[src/rtl/wdwr_pkg.sv]
package wdwr_pkg;

    localparam int MAX_ENTRIES = 64;
    localparam int WEIGHT_BITS = 16;

    localparam int KEY_W  = 16;
    localparam int WIN_W  = 16;
    localparam int SUM_W  = 22;
    localparam int DCNT_W = 7;
    localparam int IDX_W  = $clog2(MAX_ENTRIES);
    localparam int CNT_W  = $clog2(MAX_ENTRIES + 1);
    // running sum over a whole walk never overflows this width
    localparam int RUN_W  = (SUM_W > WIN_W + CNT_W) ? SUM_W : WIN_W + CNT_W;
    localparam int CMPC_W = (CNT_W > DCNT_W) ? CNT_W : DCNT_W;

    localparam logic [WIN_W-1:0] WEIGHT_MASK =
        (WEIGHT_BITS >= WIN_W) ? {WIN_W{1'b1}} : WIN_W'((64'd1 << WEIGHT_BITS) - 64'd1);

    localparam logic [SUM_W-1:0] SUM_MAX = {SUM_W{1'b1}};

    localparam logic [1:0] KIND_CLEAR = 2'd0;
    localparam logic [1:0] KIND_LOAD  = 2'd1;
    localparam logic [1:0] KIND_BEGIN = 2'd2;
    localparam logic [1:0] KIND_DRAW  = 2'd3;

    localparam logic [2:0] STAT_OK        = 3'd0;
    localparam logic [2:0] STAT_SHORT     = 3'd1;
    localparam logic [2:0] STAT_BAD_PICK  = 3'd2;
    localparam logic [2:0] STAT_NO_DRAWS  = 3'd3;
    localparam logic [2:0] STAT_FULL      = 3'd4;

endpackage

[src/rtl/weighted_draw_without_replacement.sv]
// Weighted draw without replacement over a table of up to MAX_ENTRIES keyed weights, held in
// two single-port synchronous memories (key and weight). Clear, load and begin items present
// their result in the cycle after they are accepted. A draw item walks the loaded entries in
// load order, one memory read per cycle, accumulating the weights of entries still in the
// pool, and ends early at the chosen entry. Draws rejected up front (no draws left, pick of
// zero or above the pool weight) also present their result in the cycle after acceptance.
// One item is in work at a time; a new item is accepted once the block is idle and the result
// register is empty or being emptied.
module weighted_draw_without_replacement
(
    input  logic                          clk,
    input  logic                          rst_n,

    input  logic                          req_valid,
    output logic                          req_ready,
    input  logic [1:0]                    kind,
    input  logic [wdwr_pkg::KEY_W-1:0]    entry_key,
    input  logic [wdwr_pkg::WIN_W-1:0]    entry_weight,
    input  logic [wdwr_pkg::DCNT_W-1:0]   draw_count,
    input  logic [wdwr_pkg::SUM_W-1:0]    pick,

    output logic                          rsp_valid,
    input  logic                          rsp_ready,
    output logic [2:0]                    status,
    output logic [wdwr_pkg::KEY_W-1:0]    chosen_key,
    output logic [wdwr_pkg::SUM_W-1:0]    remaining_weight
);

    localparam logic S_IDLE = 1'b0;
    localparam logic S_WALK = 1'b1;

    localparam int MAX_ENTRIES = wdwr_pkg::MAX_ENTRIES;
    localparam int KEY_W  = wdwr_pkg::KEY_W;
    localparam int WIN_W  = wdwr_pkg::WIN_W;
    localparam int SUM_W  = wdwr_pkg::SUM_W;
    localparam int IDX_W  = wdwr_pkg::IDX_W;
    localparam int CNT_W  = wdwr_pkg::CNT_W;
    localparam int RUN_W  = wdwr_pkg::RUN_W;
    localparam int CMPC_W = wdwr_pkg::CMPC_W;

    logic [KEY_W-1:0] key_mem [MAX_ENTRIES];
    logic [WIN_W-1:0] wt_mem  [MAX_ENTRIES];

    logic                   state_reg, state_next;
    logic [MAX_ENTRIES-1:0] taken_reg, taken_next;
    logic [CNT_W-1:0]       entry_count_reg, entry_count_next;
    logic [SUM_W-1:0]       total_weight_reg, total_weight_next;
    logic [SUM_W-1:0]       pool_weight_reg, pool_weight_next;
    logic [CNT_W-1:0]       draws_left_reg, draws_left_next;

    logic [CNT_W-1:0]       idx_reg, idx_next;
    logic                   rd_vld_reg, rd_vld_next;
    logic [IDX_W-1:0]       rd_idx_reg, rd_idx_next;
    logic [RUN_W-1:0]       run_reg, run_next;
    logic [SUM_W-1:0]       pick_reg, pick_next;
    logic [KEY_W-1:0]       rd_key_reg;
    logic [WIN_W-1:0]       rd_wt_reg;

    logic                   rsp_valid_reg, rsp_valid_next;
    logic [2:0]             status_reg, status_next;
    logic [KEY_W-1:0]       chosen_key_reg, chosen_key_next;
    logic [SUM_W-1:0]       remaining_reg, remaining_next;

    logic                   accept;
    logic                   issue;
    logic [IDX_W-1:0]       rd_addr;
    logic                   live;
    logic [RUN_W-1:0]       run_sum;
    logic                   hit;
    logic                   wr_en;
    logic [WIN_W-1:0]       wt_in;
    logic [SUM_W:0]         total_sum;
    logic [SUM_W-1:0]       wt_ext;

    assign req_ready = (state_reg == S_IDLE) && (!rsp_valid_reg || rsp_ready);
    assign accept    = req_valid && req_ready;

    assign wt_in   = entry_weight & wdwr_pkg::WEIGHT_MASK;
    assign wr_en   = accept && (kind == wdwr_pkg::KIND_LOAD)
                     && (entry_count_reg < CNT_W'(MAX_ENTRIES));
    assign total_sum = {1'b0, total_weight_reg} + (SUM_W + 1)'(wt_in);

    // walk: issue a read at idx_reg, judge the entry read in the previous cycle
    assign issue   = (state_reg == S_WALK) && (idx_reg < entry_count_reg);
    assign rd_addr = idx_reg[IDX_W-1:0];
    assign live    = rd_vld_reg && !taken_reg[rd_idx_reg];
    assign run_sum = run_reg + RUN_W'(rd_wt_reg);
    assign hit     = live && (RUN_W'(pick_reg) <= run_sum);
    assign wt_ext  = SUM_W'(rd_wt_reg);

    always_ff @(posedge clk)
    begin
        if (wr_en)
        begin
            key_mem[entry_count_reg[IDX_W-1:0]] <= entry_key;
            wt_mem[entry_count_reg[IDX_W-1:0]]  <= wt_in;
        end
        if (issue)
        begin
            rd_key_reg <= key_mem[rd_addr];
            rd_wt_reg  <= wt_mem[rd_addr];
        end
    end

    always_comb
    begin
        state_next        = state_reg;
        taken_next        = taken_reg;
        entry_count_next  = entry_count_reg;
        total_weight_next = total_weight_reg;
        pool_weight_next  = pool_weight_reg;
        draws_left_next   = draws_left_reg;
        idx_next          = idx_reg;
        rd_vld_next       = 1'b0;
        rd_idx_next       = rd_idx_reg;
        run_next          = run_reg;
        pick_next         = pick_reg;
        rsp_valid_next    = rsp_valid_reg && !rsp_ready;
        status_next       = status_reg;
        chosen_key_next   = chosen_key_reg;
        remaining_next    = remaining_reg;

        case (state_reg)
            S_IDLE:
            begin
                if (accept)
                begin
                    status_next     = wdwr_pkg::STAT_OK;
                    chosen_key_next = '0;
                    rsp_valid_next  = 1'b1;
                    case (kind)
                        wdwr_pkg::KIND_CLEAR:
                        begin
                            taken_next        = '0;
                            entry_count_next  = '0;
                            total_weight_next = '0;
                            pool_weight_next  = '0;
                            draws_left_next   = '0;
                        end
                        wdwr_pkg::KIND_LOAD:
                        begin
                            if (wr_en)
                            begin
                                // out of the pool until the next begin that is not rejected as short
                                taken_next[entry_count_reg[IDX_W-1:0]] = 1'b1;
                                entry_count_next  = entry_count_reg + CNT_W'(1);
                                total_weight_next = total_sum[SUM_W] ? wdwr_pkg::SUM_MAX
                                                                     : total_sum[SUM_W-1:0];
                            end
                            else
                            begin
                                status_next = wdwr_pkg::STAT_FULL;
                            end
                        end
                        wdwr_pkg::KIND_BEGIN:
                        begin
                            if (CMPC_W'(draw_count) > CMPC_W'(entry_count_reg))
                            begin
                                draws_left_next = '0;
                                status_next     = wdwr_pkg::STAT_SHORT;
                            end
                            else
                            begin
                                taken_next       = '0;
                                pool_weight_next = total_weight_reg;
                                draws_left_next  = CNT_W'(draw_count);
                            end
                        end
                        default:
                        begin
                            if (draws_left_reg == '0)
                            begin
                                status_next = wdwr_pkg::STAT_NO_DRAWS;
                            end
                            else if ((pick == '0) || (pick > pool_weight_reg))
                            begin
                                status_next = wdwr_pkg::STAT_BAD_PICK;
                            end
                            else
                            begin
                                // hold the result until the walk ends
                                rsp_valid_next = 1'b0;
                                state_next     = S_WALK;
                                idx_next       = '0;
                                run_next       = '0;
                                pick_next      = pick;
                            end
                        end
                    endcase
                    remaining_next = pool_weight_next;
                end
            end
            S_WALK:
            begin
                if (issue)
                begin
                    idx_next    = idx_reg + CNT_W'(1);
                    rd_idx_next = rd_addr;
                end
                rd_vld_next = issue && !hit;
                if (live)
                begin
                    run_next = run_sum;
                end
                if (hit)
                begin
                    taken_next[rd_idx_reg] = 1'b1;
                    pool_weight_next = (wt_ext > pool_weight_reg) ? '0
                                                                  : pool_weight_reg - wt_ext;
                    draws_left_next  = draws_left_reg - CNT_W'(1);
                    status_next      = wdwr_pkg::STAT_OK;
                    chosen_key_next  = rd_key_reg;
                    remaining_next   = pool_weight_next;
                    rsp_valid_next   = 1'b1;
                    state_next       = S_IDLE;
                end
                else if (!issue && !rd_vld_reg)
                begin
                    // walk ran off the end: only possible after saturation
                    status_next     = wdwr_pkg::STAT_BAD_PICK;
                    chosen_key_next = '0;
                    remaining_next  = pool_weight_reg;
                    rsp_valid_next  = 1'b1;
                    state_next      = S_IDLE;
                end
            end
            default:
            begin
                state_next = S_IDLE;
            end
        endcase
    end

    always_ff @(posedge clk or negedge rst_n)
    begin
        if (!rst_n)
        begin
            state_reg        <= S_IDLE;
            taken_reg        <= '0;
            entry_count_reg  <= '0;
            total_weight_reg <= '0;
            pool_weight_reg  <= '0;
            draws_left_reg   <= '0;
            idx_reg          <= '0;
            rd_vld_reg       <= 1'b0;
            rsp_valid_reg    <= 1'b0;
        end
        else
        begin
            state_reg        <= state_next;
            taken_reg        <= taken_next;
            entry_count_reg  <= entry_count_next;
            total_weight_reg <= total_weight_next;
            pool_weight_reg  <= pool_weight_next;
            draws_left_reg   <= draws_left_next;
            idx_reg          <= idx_next;
            rd_vld_reg       <= rd_vld_next;
            rsp_valid_reg    <= rsp_valid_next;
        end
    end

    always_ff @(posedge clk)
    begin
        rd_idx_reg     <= rd_idx_next;
        run_reg        <= run_next;
        pick_reg       <= pick_next;
        status_reg     <= status_next;
        chosen_key_reg <= chosen_key_next;
        remaining_reg  <= remaining_next;
    end

    assign rsp_valid        = rsp_valid_reg;
    assign status           = status_reg;
    assign chosen_key       = chosen_key_reg;
    assign remaining_weight = remaining_reg;

    a_draws_bounded: assert property (@(posedge clk) disable iff (!rst_n)
        draws_left_reg <= entry_count_reg)
        else $error("more draws armed than entries loaded");

    a_pool_bounded: assert property (@(posedge clk) disable iff (!rst_n)
        pool_weight_reg <= total_weight_reg)
        else $error("pool weight exceeds total weight");

    a_count_bounded: assert property (@(posedge clk) disable iff (!rst_n)
        entry_count_reg <= CNT_W'(MAX_ENTRIES))
        else $error("entry count beyond table size");

    a_walk_slot_empty: assert property (@(posedge clk) disable iff (!rst_n)
        (state_reg == S_WALK) |-> !rsp_valid_reg)
        else $error("result pending during a walk");

    a_hit_uses_draw: assert property (@(posedge clk) disable iff (!rst_n)
        hit |=> (draws_left_reg == $past(draws_left_reg) - CNT_W'(1)) && rsp_valid_reg)
        else $error("chosen entry did not use up a draw");

endmodule
[config.mk]
export PLATFORM = sky130hd
export DESIGN_NAME = weighted_draw_without_replacement
export DESIGN_NICKNAME = d
export VERILOG_FILES = /design/src/rtl/wdwr_pkg.sv /design/src/rtl/weighted_draw_without_replacement.sv
export SDC_FILE = /design/constraint.sdc
export NUM_CORES = 2
export LEC_CHECK = 0
export ABC_CLOCK_PERIOD_IN_PS = 18050
export BUFFER_PORTS_ARGS = -buffer_cell sky130_fd_sc_hd__buf_2
export CORE_MARGIN = 10
export CORE_UTILIZATION = 30
export DETAILED_ROUTE_END_ITERATION = 12
export PLACE_DENSITY = 0.4
export SLEW_MARGIN = 20
export SYNTH_ARGS = -nofsm -noshare
export SYNTH_HDL_FRONTEND = slang
export SYNTH_SLANG_ARGS = --single-unit
[constraint.sdc]
create_clock -name clk -period 18.05 [get_ports clk]
set_input_delay 3.61 -clock clk [delete_from_list [all_inputs] [get_ports clk]]
set_output_delay 3.61 -clock clk [all_outputs]
set_load 0.01 [all_outputs]
==> results_dict.tcl <==
set metrics [dict create \
    status "complete, no violations" \
    reg2regPathDepth 22 \
    grt_pass1_wl_um 414000 \
    leakage_nw 34.1 \
    route.vias.total 48703 \
    die_y_um 581 \
    syn-cell-area_um2 94300 \
    grt_pass1_vias 49273 \
    synth_flop_cell "edfxtp_1" \
    instances_no_fill 9394 \
    yosysWarnings 0 \
    ir_worst_vdd_mv 0.0817 \
    dieArea_um2 337000 \
    wl_per_cell_um 31.5 \
    fmax_mhz 129 \
    dr.pass1.iters 6 \
    syn_inst 4738 \
    cts_tree "yes" \
    cts_root_buf "clkbuf_16" \
    worstSetupPathType "in2out" \
    cts.repair.resized 0 \
    port_buffers 109 \
    arrival_ns 4.12 \
    fin_area_um2 109000 \
    dp_hpwl_um 181000 \
    comb_power_share_pct 21.1 \
    dieWidth_um 581 \
    worst_slew_pin_slew_ns 1.13 \
    startpoint_type "input port" \
    grt_usage_pct 17.1 \
    wirelength_um 296000 \
    max_stage_delay_ns 0.18 \
    ant_nets 0 \
    synth-edff-count 2172 \
    clockBufferDepth 4 \
    htreeDepth 5 \
    critPathMostFrequentCell "buf_2" \
    finalSetupViolCount 0 \
    relSlewSlack_pct 24.6 \
    maxCapViolations 0 \
    rsz0062_at_grt "false" \
    critical_path.max_fanout 2 \
    final_core_util_pct 35.0 \
    crit_required_ns 14.44 \
    dpl.cell_count 8894 \
    post_cts_buffers 0 \
    ioPinCount 110 \
    drtIter0Drc 4680 \
    core-area_um2 312000 \
    multi_input_area_um2 25100 \
    nNetsFinal 5207 \
    synth_seq_cells 2304 \
    antenna_found_initial 40 \
    start_util_pct 30.2 \
    min_path_type "reg2reg" \
    hold_buffers 0 \
    net-switching-power_mw 4.20 \
    synth_cell_types 83 \
    final-seq-area_um2 68500 \
    area_growth_pct 16.0 \
    syn_nets 4916 \
    finClkSkew_ns 0.0528 \
    clkLatencyLatePin_ns 0.88 \
    cp_slowest_cell "nor2b_1" \
    clock_power_share_pct 36.4 \
    overflow 0 \
    drive_above_1_share_pct 27.2 \
    p_per_area_nw_per_um2 131 \
    min_path_cells 1 \
    placed_cell_area_um2 101000 \
    drv_slew 0 \
    numCtsBuffers 273 \
    rows 205 \
    cp_cell_sequence "buf_2 > nor2b_1 > nor2_1 > buf_2" \
    synthArstFlopShare_pct 5.73 \
    end_kind "primary output" \
    min_period_over_period_pct 42.8 \
    tns_ns 0 \
    grt_max_degree 97 \
    avgSynthCellArea_um2 19.9 \
    p_int_mw 10.2 \
    gp_congestion 0.768 \
    viasPerCell 5.18 \
    clk_pin_slew_worst_paths_ns 0.05 \
    ys_seq_area_share_pct 72.6 \
    p_seq_share_pct 42.5 \
    hold_viol 0 \
    nFillCells 29224 \
    cts_sinks 2304 \
    drc 0 \
    sw_frac_of_total_pct 29.3 \
    period_needed_ns 7.73 \
]
## stage by stage
| stage | setup WS, ns | total power [mW] | hold WS, ns |
|---|---|---|---|
| floorplan | 10.41 | 7.89 | 0.449 |
| global placement | 10.24 | 9.38 | 0.492 |
| detailed placement | 10.28 | 9.37 | 0.502 |
| CTS | 10.31 | 14.6 | 0.512 |
| global route | 10.29 | 14.9 | 0.528 |
| finish | 10.32 | 14.4 | 0.509 |
## synth_stat cells (7+ instances only)
library cell / instances / area share, %
clkbuf_1: 178 / 0.71
a31oi_1: 22 / 0.15
ha_1: 108 / 1.4
dfrtp_1: 132 / 3.5
mux2i_1: 14 / 0.15
a22oi_1: 13 / 0.10
nor4_1: 10 / 0.066
o22a_1: 63 / 0.58
a211o_1: 11 / 0.10
a211oi_1: 71 / 0.57
xnor2_1: 31 / 0.29
a221o_1: 14 / 0.15
nor3_1: 34 / 0.18
and2_1: 28 / 0.19
xor2_1: 17 / 0.16
buf_6: 7 / 0.084
nor3b_1: 11 / 0.088
o31ai_1: 10 / 0.080
nand2_1: 101 / 0.40
a21oi_1: 160 / 0.85
inv_1: 76 / 0.30
o211ai_1: 13 / 0.10
mux4_2: 682 / 16
nand3b_1: 10 / 0.080
nand4_1: 20 / 0.13
o21ai_0: 79 / 0.42
o22ai_1: 14 / 0.093
edfxtp_1: 2172 / 69
a21o_1: 39 / 0.31
buf_2: 11 / 0.058
buf_1: 54 / 0.21
nor2b_1: 19 / 0.13
or3_1: 10 / 0.066
nand2b_1: 12 / 0.080
nand3_1: 57 / 0.30
a311o_1: 7 / 0.074
and3_1: 21 / 0.14
nor2_1: 290 / 1.2
o21a_1: 13 / 0.10
## power by group through the flow
stage	Combinational (mW)	Clock, mW	Sequential, mW
4_1_cts	3.16	5.39	6.10
3_5_place_dp	3.15	0	6.21
5_1_grt	3.23	5.59	6.11
6_report	3.03	5.23	6.10
3_3_place_gp	3.16	0	6.21
2_1_floorplan	1.79	0	6.10
## final timing paths
kind	startpoint	endpoint	slack, ns
worst min-delay path	taken_reg[24]	taken_reg[24]	0.51
worst max register to register	rd_wt_reg[0]	pool_weight_reg[3]	11.61
worst min register to register	taken_reg[24]	taken_reg[24]	0.51
max in group asynchronous	rst_n	idx_reg[5]	13.64
worst max-delay path	rsp_ready	req_ready	10.32
min in group asynchronous	rst_n	taken_reg[42]	2.82
## placed cells by master (no fill, tap or decap), types with 56 or more instances in the layout
master and count:
a211oi_1 71, a21oi_1 156, buf_2 87, buf_4 171, clkbuf_1 74, clkbuf_16 277
clkinv_1 56, dfrtp_1 126, edfxtp_1 2172, ha_1 108, inv_1 75, mux4_2 682
nand2_1 100, nand3_1 56, nor2_1 225, nor2_4 64, o21ai_0 79, o22a_1 63
## worst max-delay path, delay by kind of cell
kind	cells	cell delay (ns)
AND/OR/NAND/NOR	2	0.25
buffers and inverters	2	0.26
## cells by family after synthesis
group | Yosys count | share of synthesized area [%]
simple gates | 652 | 3.24
flops | 2304 | 72.6
fa+ha+maj | 111 | 1.50
buf+inv | 335 | 1.41
compound gates | 588 | 4.28
xor+xnor | 48 | 0.446
mux | 700 | 16.5
## layer usage
layer  global-route usage [%]  routed length (um)  vias up  part of all wire, %
li1                         -                   -    20399                    -
met1                     24.8              136000    26605                   46
met5                        0                   8        -               0.0027
met4                     3.78                6290        2                  2.1
met3                     2.47               15500      344                  5.2
met2                     27.2              139000     1353                   47
## area by class of cell
| class | count | share of cell area (%) |
|---|---|---|
| diodes | 20 | 0.0458 |
| flip-flops and latches | 2304 | 62.7 |
| inverters | 82 | 0.283 |
| well taps | 4140 | 4.74 |
| clock inverters | 126 | 0.947 |
| clock buffers | 354 | 6.63 |
| repair buffers | 269 | 1.77 |
| multi-input cells | 2099 | 22.9 |
Note: power is estimated with default switching activity, not from simulation.
